--- config.mk ---
export PLATFORM = sky130hd
export DESIGN_NAME = nfsa_scan
export DESIGN_NICKNAME = d
export VERILOG_FILES = /design/src/rtl/nfsa_pkg.sv /design/src/rtl/nfsa_scan.sv
export SDC_FILE = /design/constraint.sdc
export NUM_CORES = 1
export LEC_CHECK = 0
export ABC_AREA = 1
export BUFFER_PORTS_ARGS = -buffer_cell sky130_fd_sc_hd__buf_2
export CORE_MARGIN = 2
export CORE_UTILIZATION = 46
export CTS_CLUSTER_SIZE = 40
export DETAILED_ROUTE_END_ITERATION = 7
export MAX_ROUTING_LAYER = met4
export PLACE_DENSITY = 0.83
export SYNTH_ARGS = -nofsm -noshare
export SYNTH_HDL_FRONTEND = slang
export SYNTH_SLANG_ARGS = --single-unit
--- constraint.sdc ---
create_clock -name clk -period 2.2 [get_ports clk]
set_clock_uncertainty 0.15 [all_clocks]
set_input_delay 0.44 -clock clk [delete_from_list [all_inputs] [get_ports clk]]
set_output_delay 0.44 -clock clk [all_outputs]
set_load 0.05 [all_outputs]
--- src/rtl/nfsa_pkg.sv ---
`timescale 1ns / 1ps

package nfsa_pkg;

    // Port field widths
    localparam int OPCODE_W      = 2;
    localparam int INDEX_W       = 9;
    localparam int HANDLE_PORT_W = 32;
    localparam int STATUS_W      = 2;

    // Occupancy scan window: bits examined per cycle
    localparam int SCAN_W     = 16;
    localparam int SCAN_OFS_W = 4;

    typedef logic [OPCODE_W-1:0] opcode_t;
    typedef logic [STATUS_W-1:0] status_t;

    localparam opcode_t OP_ALLOC  = 2'd0;
    localparam opcode_t OP_FREE   = 2'd1;
    localparam opcode_t OP_LOOKUP = 2'd2;

    localparam status_t ST_OK    = 2'd0;
    localparam status_t ST_FULL  = 2'd1;
    localparam status_t ST_RANGE = 2'd2;
    localparam status_t ST_EMPTY = 2'd3;

endpackage

--- src/rtl/nfsa_scan.sv ---
`timescale 1ns / 1ps

module nfsa_scan
    import nfsa_pkg::*;
#(
    parameter int TABLE_SIZE = 256,
    parameter int WORD_W     = 4
)
(
    input  logic                         clk,
    input  logic                         rst_n,
    input  logic                         start,
    input  logic [WORD_W+SCAN_OFS_W-1:0] start_slot,
    input  logic [SCAN_W-1:0]            occ_word,
    output logic [WORD_W-1:0]            word_idx,
    output logic                         done,
    output logic [WORD_W+SCAN_OFS_W-1:0] found_slot
);

    localparam int NUM_WORDS = (TABLE_SIZE + SCAN_W - 1) / SCAN_W;
    localparam int TAIL      = TABLE_SIZE % SCAN_W;
    localparam logic [SCAN_W-1:0] LAST_MASK =
        (TAIL == 0) ? {SCAN_W{1'b1}} : SCAN_W'((1 << TAIL) - 1);

    logic                  busy_reg, busy_next;
    logic                  first_reg, first_next;
    logic [WORD_W-1:0]     word_reg, word_next;
    logic [SCAN_OFS_W-1:0] ofs_reg, ofs_next;
    logic [SCAN_W-1:0]     cand;
    logic [SCAN_W-1:0]     pad_mask;
    logic [SCAN_W-1:0]     ofs_mask;
    logic [SCAN_OFS_W-1:0] pick;

    // padding slots past the end of the table count as taken
    assign pad_mask = (word_reg == WORD_W'(NUM_WORDS - 1)) ? LAST_MASK : {SCAN_W{1'b1}};
    // on the first visit skip slots below the search pointer
    assign ofs_mask = first_reg ? ({SCAN_W{1'b1}} << ofs_reg) : {SCAN_W{1'b1}};
    assign cand     = ~occ_word & pad_mask & ofs_mask;

    always_comb
    begin
        pick = '0;
        for (int i = SCAN_W - 1; i >= 0; i--)
        begin
            if (cand[i])
            begin
                pick = SCAN_OFS_W'(i);
            end
        end
    end

    assign done       = busy_reg && (cand != '0);
    assign found_slot = {word_reg, pick};
    assign word_idx   = word_reg;

    always_comb
    begin
        busy_next  = busy_reg;
        first_next = first_reg;
        word_next  = word_reg;
        ofs_next   = ofs_reg;
        if (start)
        begin
            busy_next  = 1'b1;
            first_next = 1'b1;
            word_next  = start_slot[WORD_W+SCAN_OFS_W-1:SCAN_OFS_W];
            ofs_next   = start_slot[SCAN_OFS_W-1:0];
        end
        else if (busy_reg)
        begin
            if (cand != '0)
            begin
                busy_next = 1'b0;
            end
            else
            begin
                // advance to the next word, wrap at the end of the table
                first_next = 1'b0;
                word_next  = (word_reg == WORD_W'(NUM_WORDS - 1)) ? '0 : word_reg + 1'b1;
            end
        end
    end

    always_ff @(posedge clk or negedge rst_n)
    begin
        if (!rst_n)
        begin
            busy_reg  <= 1'b0;
            first_reg <= 1'b0;
            word_reg  <= '0;
            ofs_reg   <= '0;
        end
        else
        begin
            busy_reg  <= busy_next;
            first_reg <= first_next;
            word_reg  <= word_next;
            ofs_reg   <= ofs_next;
        end
    end

endmodule

==> results.yml <==
sta:
  fmax_ghz: 0.367
  hold_viol_final: 0
  slew_headroom_pct: 82.5
  min_period_ps: 2720
  finalCritPeriodShare_pct: 124
  setup-violations-final: 9
  slew_violations: 0
  tightest_slew_ps: 265
  rsz0062_at_grt: "yes"
  fin_ws_ps: -522
die:
  io_pins: 40
  die_h_um: 48.1
  core_area_sq_um: 1780
  rows: 15
  dieArea_sq_um: 2310
  initial_core_util_pct: 50.1
  die_w_um: 48.1
setup_path:
  worstRegToRegCells: 12
  crit_path_end_kind: "output pin"
  crit_fanout: 3
  critPathKind: "flip-flop to output pin"
  cp_data_required_time_ps: 1610
  arrival_ps: 2130
  crit_path_start_kind: "flip-flop"
hold_path:
  hold_path_depth: 3
  min_path_type: "input port to flip-flop"
global_routing:
  grt_overflow: 0
  grt_pass1_vias: 1129
  grt_pass1_wl_mm: 4.51
  antenna_found_initial: 0
  grt_usage_pct: 29.2
  grt_start_max_net_pins: 13
yosys:
  synth_edf_count: 0
  synth_nets: 165
  ys_seq_area_share_pct: 28.0
  yosys-top-cells-count: "nand2_1 (33), inv_1 (22), nor2_1 (17)"
  synth_flop_cell: "dfrtp_1"
  syn_area_per_cell_sq_um: 6.52
  yosysMostFrequentCell: "nand2_1"
  ys_types: 29
  synth_area_leaders: "dfrtp_1 (28%), nand2_1 (14%), inv_1 (9.2%), nor2_1 (7.1%), a21oi_1 (4.5%)"
  syn_area_sq_um: 893
  synth-seq-cells: 10
  yosysWarnings: 0
  yosysTopAreaCellShare_pct: 28.0
  syn_inst: 137
  synth.largest_area_cell: "dfrtp_1"
  synth-async-reset-ratio_pct: 100
finish:
  final_util_pct: 82.0
  final_nets: 234
  fill_cells: 108
  antenna_cells: 0
  syn2layout_area_growth_pct: 63.7
  drive_gt1_share_pct: 49.5
  regArea_sq_um: 251
  multi_input_area_sq_um: 604
  finalNonFillerCells: 229
power_and_ir_drop:
  switchingPower_uw: 393
  netSwitchingFraction_pct: 46.0
  intPower_uw: 462
  vdd_drop_max_v: 0.000636
  combPwrFrac_pct: 59.1
  power_density_nw_per_um2: 585
  power_leakage_uw: 0.000793
  clockPowerShare_pct: 14.1
  total_power_uw: 855
  seq_power_share_pct: 26.7
placement:
  dp_hpwl_mm: 2.20
  port_buffers: 39
  dp_slack_ps: -200
  placedCellCount: 221
  place_congestion: 0.919
clock_tree:
  clock_sinks: 10
  cts_root_buf: "clkbuf_4"
  clk_path_buf_depth: 2
  h-tree-depth: 1
  cts_tree: "yes"
  clk_pin_slew_worst_paths_ps: 60
  cts_made_buffers: 3
  clock_latency_ps: 270
routing:
  route.antenna.remaining_nets: 0
  m1WireLength_mm: 1.15
  dr_wl_met3_um: 170
  via_count: 1199
  highest_layer: "met4"
  drcViolationCount: 0
  routed_wl_mm: 3.00
  firstDrtPassIters: 4
  drt-wirelength-per-cell_um: 13.1
  drtIter0Drc: 49
  via_per_inst: 5.24
  wl_met2_mm: 1.55
status:
  violations: "negative setup slack"
  status: "complete, but fails checks"
job:
  maxCapViolations: 0
## layer usage
| metal | global-route usage (%) | up-vias |
|---|---|---|
| met5 | - | - |
| met1 | 32.9 | 546 |
| li1 | - | 570 |
| met3 | 6.42 | 19 |
| met4 | 14.1 | 0 |
| met2 | 48.5 | 64 |
## power by group through the flow
stage / Clock [uW] / Sequential [uW] / Combinational [uW]
4_1_cts: 121 / 228 / 483
3_5_place_dp: 0 / 230 / 440
3_3_place_gp: 0 / 226 / 426
6_report: 121 / 229 / 506
2_1_floorplan: 0 / 269 / 264
5_1_grt: 136 / 232 / 539
## cell type report
type | count | share of cell area [%]
inverter | 24 | 6.50
multi-input combinational | 98 | 41.3
clock buffer | 3 | 1.54
timing repair buffer | 69 | 31.3
tap | 25 | 2.14
sequential | 10 | 17.2
## worst max-delay path, stage by stage (launching register included)
cell      delay (ps)
dfrtp_1          400
inv_1             90
nor2_2           190
nand2_2          120
o21bai_4         130
nand2_1           60
nand2_1           50
nand2_1           50
nand2_1           70
nand2_1           70
nand2_1           60
nand2_1           50
nand2_1           50
nand2_1           40
nand2_1           70
nand2_2           60
a21oi_4          140
buf_8            160
## placed cells by master (no fill, tap or decap), types with 2 or more instances in the layout
cell / count
buf_2: 34
nand2_1: 32
buf_4: 30
inv_1: 20
nor2_1: 14
dfrtp_1: 9
o21ai_0: 8
nor2_2: 5
nand2_2: 4
a21oi_1: 4
inv_2: 3
a31oi_1: 3
nand3_1: 3
clkbuf_4: 3
nand3_2: 2
o21bai_4: 2
a21oi_2: 2
a21oi_4: 2
xor2_1: 2
buf_8: 2
buf_6: 2
## final timing paths
path	to	startpoint	slack, ps
max in group asynchronous	ofs_reg[1]	rst_n	1270
worst min-delay path	ofs_reg[2]	start_slot[2]	240
worst min register to register	word_idx[0]	word_idx[0]	480
worst max register to register	word_idx[3]	first_reg	-150
worst max-delay path	found_slot[0]	first_reg	-520
min in group asynchronous	word_idx[2]	rst_n	410
## per-stage QoR
stage          cell area, sq um  setup TNS [ps]  hold WS, ps
3_5_place_dp               1320            -644          162
5_1_grt                    1460           -3530          249
4_1_cts                    1440           -1670          237
3_3_place_gp               1320            -335          156
2_1_floorplan               937            -119        -5.59
6_report                   1460           -2490          237
## kinds of logic after synthesis
| group | count (synthesis) | synth area share [%] |
|---|---|---|
| AO/OA/AOI/OAI | 28 | 20.3 |
| adder cells (fa/ha/maj) | 1 | 1.40 |
| AND/OR/NAND/NOR | 66 | 32.6 |
| multiplexers | 1 | 1.68 |
| flip-flops | 10 | 28.0 |
| XOR/XNOR | 2 | 1.96 |
| buffers and inverters | 29 | 14.0 |
## what timing repair did
item | 4_1_cts | 5_1_grt
gates cloned | 0 | 0
pin swaps | 7 | 2
hold buffers | 1 | 0
resized for setup | 19 | 5
endpoints found under the hold margin | 10 | 0
buffers inserted | 3 | 1
setup endpoints to repair | 7 | 11
Note: power is estimated with default switching activity, not from simulation.
